**src/hw/rtl/gmvn_pkg.sv**
```systemverilog
// gmvn_pkg: shared constants and types for the grid mesh vertex normal block.
// No dependencies; imported by gmvn_norm and grid_mesh_vertex_normals.
package gmvn_pkg;

  // Configuration register indexes
  localparam logic [1:0] CFG_NUM_ROWS    = 2'd0;
  localparam logic [1:0] CFG_NUM_COLUMNS = 2'd1;
  localparam logic [1:0] CFG_DEGEN_LIMIT = 2'd2;

  localparam int CFG_IDX_W  = 2;
  localparam int CFG_DATA_W = 16;
  localparam int NROWS_W    = 11;
  localparam int NCOLS_W    = 6;
  localparam int LIMIT_W    = 16;
  localparam int VIDX_W     = 15;
  localparam int NORM_W     = 16;

  // Normalizer datapath: magnitudes scaled into [2^19, 2^20)
  localparam int MAG_W = 20;
  localparam int SQ_W  = 42;   // sum of three 20-bit squares
  localparam int LEN_W = 21;   // isqrt of SQ_W bits
  localparam int REM_W = 38;   // dividend m*65536 + len
  localparam int Q_W   = 17;
  localparam int QB_W  = 5;    // quotient bit counter
  localparam int SQRT_STEPS = 21;
  localparam logic [Q_W-1:0] POS_MAX = 17'd32767;
  localparam logic [Q_W-1:0] NEG_MAX = 17'd32768;

  typedef struct packed {
    logic signed [NORM_W-1:0] x;
    logic signed [NORM_W-1:0] y;
    logic signed [NORM_W-1:0] z;
  } norm_res_t;

endpackage

```
**src/hw/rtl/gmvn_norm.sv**
```systemverilog
// gmvn_norm: iterative normalizer, accumulator sum to Q1.15 unit normal.
// Uses gmvn_pkg; one multiplier, bit-pair square root and restoring divider.
module gmvn_norm
  import gmvn_pkg::*;
#(
  parameter int ACC_W = 40
) (
  input  logic                    clk,
  input  logic                    rst_n,
  input  logic                    start,
  input  logic signed [ACC_W-1:0] sum_x,
  input  logic signed [ACC_W-1:0] sum_y,
  input  logic signed [ACC_W-1:0] sum_z,
  input  logic [LIMIT_W-1:0]      limit,
  output logic                    done,
  output norm_res_t               res
);

  typedef enum logic [8:0] {
    N_IDLE  = 9'b000000001,
    N_CHK   = 9'b000000010,
    N_DSQ   = 9'b000000100,
    N_SCL   = 9'b000001000,
    N_SQ    = 9'b000010000,
    N_SQRT  = 9'b000100000,
    N_DPREP = 9'b001000000,
    N_DIV   = 9'b010000000,
    N_DONE  = 9'b100000000
  } nstate_t;

  nstate_t            st_r;
  logic [ACC_W-1:0]   m_r [3];
  logic [2:0]         neg_r;
  logic [1:0]         mcnt_r;
  logic [SQ_W-1:0]    acc_r;
  logic [2*MAG_W-1:0] prod_r;
  logic [SQ_W-1:0]    v_r, root_r, bit_r;
  logic [4:0]         scnt_r;
  logic [LEN_W-1:0]   len_r;
  logic [1:0]         ci_r;
  logic [QB_W-1:0]    qb_r;
  logic [REM_W-1:0]   rem_r;
  logic [Q_W-1:0]     q_r;

  logic [ACC_W-1:0]   mx, msel, mci;
  logic [SQ_W-1:0]    acc_sum, root_t, root_nxt;
  logic [REM_W-1:0]   div_t;
  logic               ge;
  logic [Q_W-1:0]     q_nxt, q_sat;
  logic [NORM_W-1:0]  nv;

  always_comb begin
    mx = m_r[0];
    if (m_r[1] > mx) mx = m_r[1];
    if (m_r[2] > mx) mx = m_r[2];
    case (mcnt_r)
      2'd0:    msel = m_r[0];
      2'd1:    msel = m_r[1];
      default: msel = m_r[2];
    endcase
    case (ci_r)
      2'd0:    mci = m_r[0];
      2'd1:    mci = m_r[1];
      default: mci = m_r[2];
    endcase
    acc_sum  = ((mcnt_r == 2'd1) ? '0 : acc_r) + SQ_W'(prod_r);
    root_t   = root_r + bit_r;
    root_nxt = (v_r >= root_t) ? ((root_r >> 1) + bit_r) : (root_r >> 1);
    div_t    = REM_W'({len_r, 1'b0}) << qb_r;
    ge       = rem_r >= div_t;
    q_nxt    = q_r | (Q_W'(ge) << qb_r);
    if (neg_r[ci_r]) begin
      q_sat = (q_nxt > NEG_MAX) ? NEG_MAX : q_nxt;
      nv    = NORM_W'(17'd0 - q_sat);
    end else begin
      q_sat = (q_nxt > POS_MAX) ? POS_MAX : q_nxt;
      nv    = NORM_W'(q_sat);
    end
  end

  assign done = (st_r == N_DONE);

  // squarer: registered before accumulation
  always_ff @(posedge clk) begin
    prod_r <= msel[MAG_W-1:0] * msel[MAG_W-1:0];
  end

  always_ff @(posedge clk) begin
    if (!rst_n) begin
      st_r <= N_IDLE;
    end else begin
      case (st_r)
        N_IDLE: begin
          if (start) begin
            m_r[0] <= sum_x[ACC_W-1] ? ACC_W'(-sum_x) : sum_x;
            m_r[1] <= sum_y[ACC_W-1] ? ACC_W'(-sum_y) : sum_y;
            m_r[2] <= sum_z[ACC_W-1] ? ACC_W'(-sum_z) : sum_z;
            neg_r  <= {sum_z[ACC_W-1], sum_y[ACC_W-1], sum_x[ACC_W-1]};
            st_r   <= N_CHK;
          end
        end
        N_CHK: begin
          mcnt_r <= '0;
          st_r   <= (mx[ACC_W-1:8] == '0) ? N_DSQ : N_SCL;
        end
        N_DSQ: begin
          mcnt_r <= mcnt_r + 2'd1;
          acc_r  <= acc_sum;
          if (mcnt_r == 2'd3) begin
            if (acc_sum <= SQ_W'(limit)) begin
              res  <= '{x: '0, y: '0, z: 16'sd32767};
              st_r <= N_DONE;
            end else begin
              st_r <= N_SCL;
            end
          end
        end
        N_SCL: begin
          if (mx[ACC_W-1:MAG_W] != '0) begin
            for (int i = 0; i < 3; i++) m_r[i] <= m_r[i] >> 1;
          end else if (mx[ACC_W-1:MAG_W-1] == '0) begin
            for (int i = 0; i < 3; i++) m_r[i] <= m_r[i] << 1;
          end else begin
            mcnt_r <= '0;
            st_r   <= N_SQ;
          end
        end
        N_SQ: begin
          mcnt_r <= mcnt_r + 2'd1;
          acc_r  <= acc_sum;
          if (mcnt_r == 2'd3) begin
            v_r    <= acc_sum;
            root_r <= '0;
            bit_r  <= SQ_W'(1) << (SQ_W - 2);
            scnt_r <= '0;
            st_r   <= N_SQRT;
          end
        end
        N_SQRT: begin
          if (v_r >= root_t) v_r <= v_r - root_t;
          root_r <= root_nxt;
          bit_r  <= bit_r >> 2;
          scnt_r <= scnt_r + 5'd1;
          if (scnt_r == 5'(SQRT_STEPS - 1)) begin
            len_r <= root_nxt[LEN_W-1:0];
            ci_r  <= '0;
            st_r  <= N_DPREP;
          end
        end
        N_DPREP: begin
          rem_r <= REM_W'({mci[MAG_W-1:0], 16'd0}) + REM_W'(len_r);
          q_r   <= '0;
          qb_r  <= QB_W'(Q_W - 1);
          st_r  <= N_DIV;
        end
        N_DIV: begin
          if (ge) rem_r <= rem_r - div_t;
          q_r  <= q_nxt;
          qb_r <= qb_r - 1'b1;
          if (qb_r == '0) begin
            case (ci_r)
              2'd0:    res.x <= nv;
              2'd1:    res.y <= nv;
              default: res.z <= nv;
            endcase
            ci_r <= ci_r + 2'd1;
            st_r <= (ci_r == 2'd2) ? N_DONE : N_DPREP;
          end
        end
        N_DONE:  st_r <= N_IDLE;
        default: st_r <= N_IDLE;
      endcase
    end
  end

endmodule

```
**config.mk**
```make
export PLATFORM = sky130hd
export DESIGN_NAME = gmvn_norm
export DESIGN_NICKNAME = d
export VERILOG_FILES = /design/src/hw/rtl/gmvn_pkg.sv /design/src/hw/rtl/gmvn_norm.sv
export SDC_FILE = /design/constraint.sdc
export NUM_CORES = 2
export LEC_CHECK = 0
export BUFFER_PORTS_ARGS = -buffer_cell sky130_fd_sc_hd__buf_4
export CORE_ASPECT_RATIO = 0.5
export CORE_MARGIN = 2
export CORE_UTILIZATION = 40
export DETAILED_ROUTE_END_ITERATION = 10
export GPL_TIMING_DRIVEN = 0
export MAX_ROUTING_LAYER = met4
export PLACE_DENSITY = 0.61
export SETUP_SLACK_MARGIN = 0.15
export SLEW_MARGIN = 20
export SYNTH_ARGS = -nofsm -noshare
export SYNTH_HDL_FRONTEND = slang
export SYNTH_SLANG_ARGS = --single-unit
```
**constraint.sdc**
```tcl
create_clock -name clk -period 17.12 [get_ports clk]
set_input_delay 2.568 -clock clk [delete_from_list [all_inputs] [get_ports clk]]
set_output_delay 2.568 -clock clk [all_outputs]
set_load 0.02 [all_outputs]
```
# == After elaboration in Yosys (flattened, before gate mapping) ==
# Memory sizes are Yosys's and may differ from the RTL's.
# Index checks and enable logic that the tools add are counted.
# totals
elab_cells,173
ram_bits,120
memories,1
ff_bits,358
romBits,0
out_inout_bits,49
latchBits,0
in_bits,139
# classes
multipliers,1
eq_ne,27
shifts,2
div,0
mux,70
n_lt_le_gt_ge,8
n_bitwise,7
n_reduce_logical,26
add_sub_neg,14
# mem_list
name,depth,word_bits,rd,rd_ports_with_merged_regs,write_ports,line_no,text
m_r,3,40,3,0,3,gmvn_norm.sv:32,logic [ACC_W-1:0] m_r [3];
# op_table
op,n
40-bit two-way mux,11
42-bit two-way mux,6
42-bit case mux with 2 select lines,3
48-bit two-way mux,3
40-bit negator,3
16-bit two-way mux,6
48-bit case mux with 2 select lines,1
9-bit two-way mux,9
40-bit > comparator,2
20-bit case mux with 2 select lines,2
38-bit case mux with 2 select lines,1
9-bit case mux with 8 select lines,1
41-bit by 42-bit adder with 42-bit output,1
42-bit by 40-bit adder with 42-bit output,1
42-bit adder,1
42-bit greater-or-equal comparator,1
42-bit by 16-bit less-or-equal comparator with 1-bit output,1
42-bit subtractor,1
20-bit by 20-bit multiplier with 40-bit output,1
38-bit greater-or-equal comparator,1
38-bit two-way mux,1
22-bit by 5-bit left shift with 38-bit output,1
38-bit subtractor,1
36-bit by 21-bit adder with 37-bit output,1
other kinds (46),95

# == Depth between registers and ports, before layout ==
# An unclocked memory read counts as a cell.
# depth
word_depth,12
ltp_mapped,36
ltp_nobuf,34

# == Least setup slack after synthesis ==
# Ideal clock, no wire load.
# synth_timing
kind,flip-flop to flip-flop
startpoint,"memory m_r[1][19], in the netlist m_r[0][59]"
endpoint,memory m_r[0][0] (enable)
n_path_buf,3
setup_time_ps,624
synth_period_minus_slack_ps,10790
stages_incl_launch_ff,21
arrival_time_ps,10166
slack_ps,6330
required_time_ps,16496
path_cell_list,edfxtp_1 > ha_1 > nand4_1 > or4_1 > a32oi_1 > o21ai_0 > a21oi_1 > clkbuf_1 > buf_1 > clkbuf_1 > a21oi_1 > ha_1 > a2111oi_0 > o21ai_0 > a311oi_1 > nor2_1 > nor3_1 > a31oi_1 > mux2i_1 > nand2_1 > o21bai_1
# synth_lines
element,line_no
"start, declared",gmvn_norm.sv:32

# == Worst setup path in the final report ==
# layout_timing
startpoint,register mcnt_r[0]
endpoint,register prod_r[34]
# layout_via
elab_chain_len,3
elab_cells_between_ends,4
classes_between,mul: 1; eq/ne: 1; mux: 1; reduce/logical: 1
# layout_lines
element,line_no,text
"start, declared",gmvn_norm.sv:34,logic [1:0] mcnt_r;
"start signal, assigned",gmvn_norm.sv:107,mcnt_r <= mcnt_r + 2'd1;
"start signal, assigned",gmvn_norm.sv:129,mcnt_r <= mcnt_r + 2'd1;
2-bit by 1-bit == test with 1-bit output / 2-bit zero test (equally long branches),gmvn_norm.sv:56,case (mcnt_r)
20-bit case mux with 2 select lines *,gmvn_norm.sv:56,
20-bit by 20-bit multiplier with 40-bit output *,gmvn_norm.sv:85,prod_r <= msel[MAG_W-1:0] * msel[MAG_W-1:0];
"end signal, assigned",gmvn_norm.sv:85,
"end, declared",gmvn_norm.sv:36,logic [2*MAG_W-1:0] prod_r;
# Every way passes the cells marked *; elsewhere a longest branch is shown, timed or not.
# A chain may end at the register's enable or synchronous reset.

==> results.sh <==
export IMPL_postRouteAntennaNets=0
export IMPL_clkTransAtPathRegs_ps=70
export IMPL_worst_slew_pin_transition_ps=1190
export IMPL_timing_worst_setup_path_type="flip-flop to flip-flop"
export IMPL_status="finished, final reports clean"
export IMPL_netlist_cell_type_count=91
export IMPL_drt_wl_total_mm=155
export IMPL_power_frac_seq_pct=20.0
export IMPL_p_leak_nw=22.3
export IMPL_yosysWarningCount=0
export IMPL_logic_pwr_share_pct=62.7
export IMPL_final_cell_mix="sky130_fd_sc_hd__nand2_1 (634), sky130_fd_sc_hd__inv_1 (510), sky130_fd_sc_hd__o21ai_0 (483), sky130_fd_sc_hd__ha_1 (422), sky130_fd_sc_hd__edfxtp_1 (408)"
export IMPL_cts_resized=0
export IMPL_mostFrequentLayoutCell="sky130_fd_sc_hd__nand2_1"
export IMPL_internal_power_w=0.00387
export IMPL_placementRows=88
export IMPL_multi_input_comb_area_um2=30700
export IMPL_syn_instance_count=5274
export IMPL_pin_count=188
export IMPL_slew_viol_final=0
export IMPL_timing_hold_ws_ps=541
export IMPL_core_area_um2=116000
export IMPL_syn_to_final_growth_pct=12.1
export IMPL_part_of_the_total_power_dissipated_in_the_clock_network_pct=17.3
export IMPL_cts_tree="done"
export IMPL_vias=41000
export IMPL_postSynthAreaPerCell_um2=8.84
export IMPL_clk_path_buf_depth=3
export IMPL_final_core_utilization_pct=45.3
export IMPL_fin_skew_ps=60.8
export IMPL_cp_arrival_ps=11040
export IMPL_number_of_endpoints_with_negative_hold_slack_in_the_final_report=0
export IMPL_max_vdd_ir_drop_mv=0.450
export IMPL_cts_num_sinks=456
export IMPL_final_cells=7111
export IMPL_die_height_um=245
export IMPL_place_congestion=1.02
export IMPL_fill_cells=11100
export IMPL_placed_cells_incl_taps=7004
export IMPL_post_route_fraction_of_the_period_consumed_by_the_critical_path_pct=62.0
export IMPL_ctsHoldBuffers=0
export IMPL_drt_iter0_drc=4221
export IMPL_timing_critical_path_slowest_stage_cell="sky130_fd_sc_hd__a21oi_1"
export IMPL_drt_pass1_iter_count=6
export IMPL_ctsRootBufferMaster="sky130_fd_sc_hd__clkbuf_16"
export IMPL_crit_path_max_fanout=10
export IMPL_dp_slack_ps=6840
export IMPL_clock_insertion_delay_worst_skew_ps=660
export IMPL_drt_wirelength_per_cell_um=21.8
export IMPL_overflow=0
export IMPL_postSynth_asyncResetShare_pct=0
export IMPL_htree_levels=2
export IMPL_number_of_setup_buffers_added_after_cts=0
export IMPL_worst_setup_ep_type="flip-flop"
export IMPL_sequential_cell_area_um2=13200
export IMPL_timing_critical_path_slowest_cell_delay_ps=1010
export IMPL_first_global_vias=40200
export IMPL_mappedNetlistArea_um2=46600
export IMPL_setup_worst_path_start_class="flip-flop"
export IMPL_post_synthesis_sequential_area_ratio_pct=28.3
export IMPL_total_switching_power_w=0.00343
export IMPL_design_die_area_um2=120000
export IMPL_upper_clock_frequency_limit_mhz=94.2
export IMPL_placement_io_buffers=186
export IMPL_maxCapViolCount=0
export IMPL_synth_edff_count=408
export IMPL_synthTopCellsByArea="sky130_fd_sc_hd__edfxtp_1 (26%), sky130_fd_sc_hd__fa_1 (12%), sky130_fd_sc_hd__ha_1 (11%)"
export IMPL_drc_errors=0
export IMPL_cts_made_buffers=50
export IMPL_mappedNetlistNets=6119
export IMPL_final_min_clock_period_ps=10610
export IMPL_antenna_violations_before_repair=15
export IMPL_dominantRegCellSynth="sky130_fd_sc_hd__edfxtp_1"
export IMPL_global_route_wire_length_before_repair_mm=238
export IMPL_floorplan_initialDensity_pct=40.4
export IMPL_power_density_cell_area_nw_per_um2=140
export IMPL_final_setup_viol_count=0
export IMPL_viasPerCell=5.77
export IMPL_rsz_0062_raised_after_global_routing="false"
export IMPL_slew_limit_headroom_pct=20.4
export IMPL_crit_required_ps=17540
export IMPL_postSynthRegisterBits=456
export IMPL_final_critical_path_setup_slack_ps=6510
export IMPL_synth_top_cell_area_share_pct=26.3
export IMPL_grt_max_degree=27
export IMPL_finalSetupTns_ps=0
export IMPL_power_share_switching_pct=47.0
export IMPL_dp_final_hpwl_mm=125
export IMPL_hold_path_class="flip-flop to flip-flop"
export IMPL_die_w_um=487
export IMPL_grt_util_all_layers_pct=26.4
export IMPL_synthDominantAreaCellType="sky130_fd_sc_hd__edfxtp_1"
export IMPL_finalNetCount=6372
export IMPL_post_route_cells_drive_above_1_share_pct=7.29
-- layout make-up --
cell class	count	area share, %
antenna	12	0.0574
buffer	207	1.66
clock buffer	57	2.48
clock inverter	37	1.13
inverter	515	3.70
multi-input combinational	4096	58.8
sequential	456	25.3
tap	1530	3.66
timing repair buffer	201	3.27
-- kinds of logic after synthesis --
kind of cell | count (synthesis) | synth area share [%]
simple gates | 1646 | 16.5
compound gates | 1331 | 17.5
buf+inv | 722 | 6.00
fa+ha+maj | 706 | 23.5
flops | 456 | 28.3
xor+xnor | 341 | 6.40
mux | 72 | 1.70
-- routing by layer --
| metal | up-vias | part of all wire (%) | global-route usage [%] |
|---|---|---|---|
| li1 | 19000 | - | - |
| met3 | 218 | 8.6 | 4.80 |
| met4 | 0 | 2.1 | 5.82 |
| met5 | - | 0 | - |
| met1 | 20100 | 46 | 37.3 |
| met2 | 1627 | 43 | 39.2 |
-- path summary, 6_finish.rpt --
| path | startpoint | to | slack [ps] | cells past startpoint |
|---|---|---|---|---|
| max | mcnt_r[0] | prod_r[34] | 6510 | 31 |
| min | st_r[2] | st_r[2] | 540 | 2 |
| max reg2reg | mcnt_r[0] | prod_r[34] | 6510 | 31 |
| min reg2reg | st_r[2] | st_r[2] | 540 | 2 |
-- power groups by stage --
| stage | sequential, W | combinational (W) | clock [W] |
|---|---|---|---|
| 6_report | 0.00146 | 0.00458 | 0.00126 |
| 5_1_grt | 0.00146 | 0.00510 | 0.00132 |
| 4_1_cts | 0.00146 | 0.00453 | 0.00128 |
| 3_5_place_dp | 0.00148 | 0.00448 | 0 |
| 3_3_place_gp | 0.00149 | 0.00440 | 0 |
| 2_1_floorplan | 0.00144 | 0.00308 | 0 |
-- sequential cells by signal (all words and copies together), names as in the netlist --
name / flops
m_r: 120
res: 48
acc_r: 42
root_r: 42
v_r: 42
prod_r: 39
rem_r: 38
bit_r: 21
len_r: 21
q_r: 17
st_r: 9
qb_r: 5
scnt_r: 5
neg_r: 3
ci_r: 2
mcnt_r: 2
-- cells in the mapped netlist (15+ instances only) --
library cell / count
sky130_fd_sc_hd__o21a_1: 39
sky130_fd_sc_hd__nor4_1: 42
sky130_fd_sc_hd__o211ai_1: 23
sky130_fd_sc_hd__inv_1: 510
sky130_fd_sc_hd__nand4_1: 50
sky130_fd_sc_hd__nand2b_1: 63
sky130_fd_sc_hd__or2_2: 25
sky130_fd_sc_hd__o21ai_0: 483
sky130_fd_sc_hd__a21oi_1: 319
sky130_fd_sc_hd__nand3_1: 50
sky130_fd_sc_hd__mux2i_1: 43
sky130_fd_sc_hd__xnor2_1: 145
sky130_fd_sc_hd__and3_1: 31
sky130_fd_sc_hd__mux2_2: 26
sky130_fd_sc_hd__nor2b_1: 91
sky130_fd_sc_hd__a22o_1: 42
sky130_fd_sc_hd__dfxtp_1: 48
sky130_fd_sc_hd__clkbuf_1: 176
sky130_fd_sc_hd__xor2_1: 196
sky130_fd_sc_hd__nor3b_1: 15
sky130_fd_sc_hd__o21bai_1: 34
sky130_fd_sc_hd__or3_1: 56
sky130_fd_sc_hd__nand2_1: 634
sky130_fd_sc_hd__ha_1: 422
sky130_fd_sc_hd__a21o_1: 85
sky130_fd_sc_hd__fa_1: 284
sky130_fd_sc_hd__and2_1: 72
sky130_fd_sc_hd__nor2_1: 405
sky130_fd_sc_hd__edfxtp_1: 408
sky130_fd_sc_hd__buf_1: 17
sky130_fd_sc_hd__nor3_1: 49
sky130_fd_sc_hd__a211oi_1: 26
sky130_fd_sc_hd__a31oi_1: 63
sky130_fd_sc_hd__o31ai_1: 52
sky130_fd_sc_hd__or4_1: 30
sky130_fd_sc_hd__a22oi_1: 19
sky130_fd_sc_hd__o41ai_1: 21
-- worst max-delay path, delay by kind of cell, from the launching register on --
| family | cells | cell delay [ps] |
|---|---|---|
| flip-flops | 1 | 450 |
| adder cells (fa/ha/maj) | 9 | 4250 |
| AO/OA/AOI/OAI | 8 | 3580 |
| buffers and inverters | 10 | 1560 |
| AND/OR/NAND/NOR | 4 | 510 |
-- stage by stage --
stage / instance area [µm²] / power [W]
floorplan: 46600 / 0.00452
global placement: 50000 / 0.00588
detailed placement: 50300 / 0.00596
CTS: 52200 / 0.00726
global route: 52300 / 0.00789
finish: 52300 / 0.00730
Power figures use the tool's default switching activity.
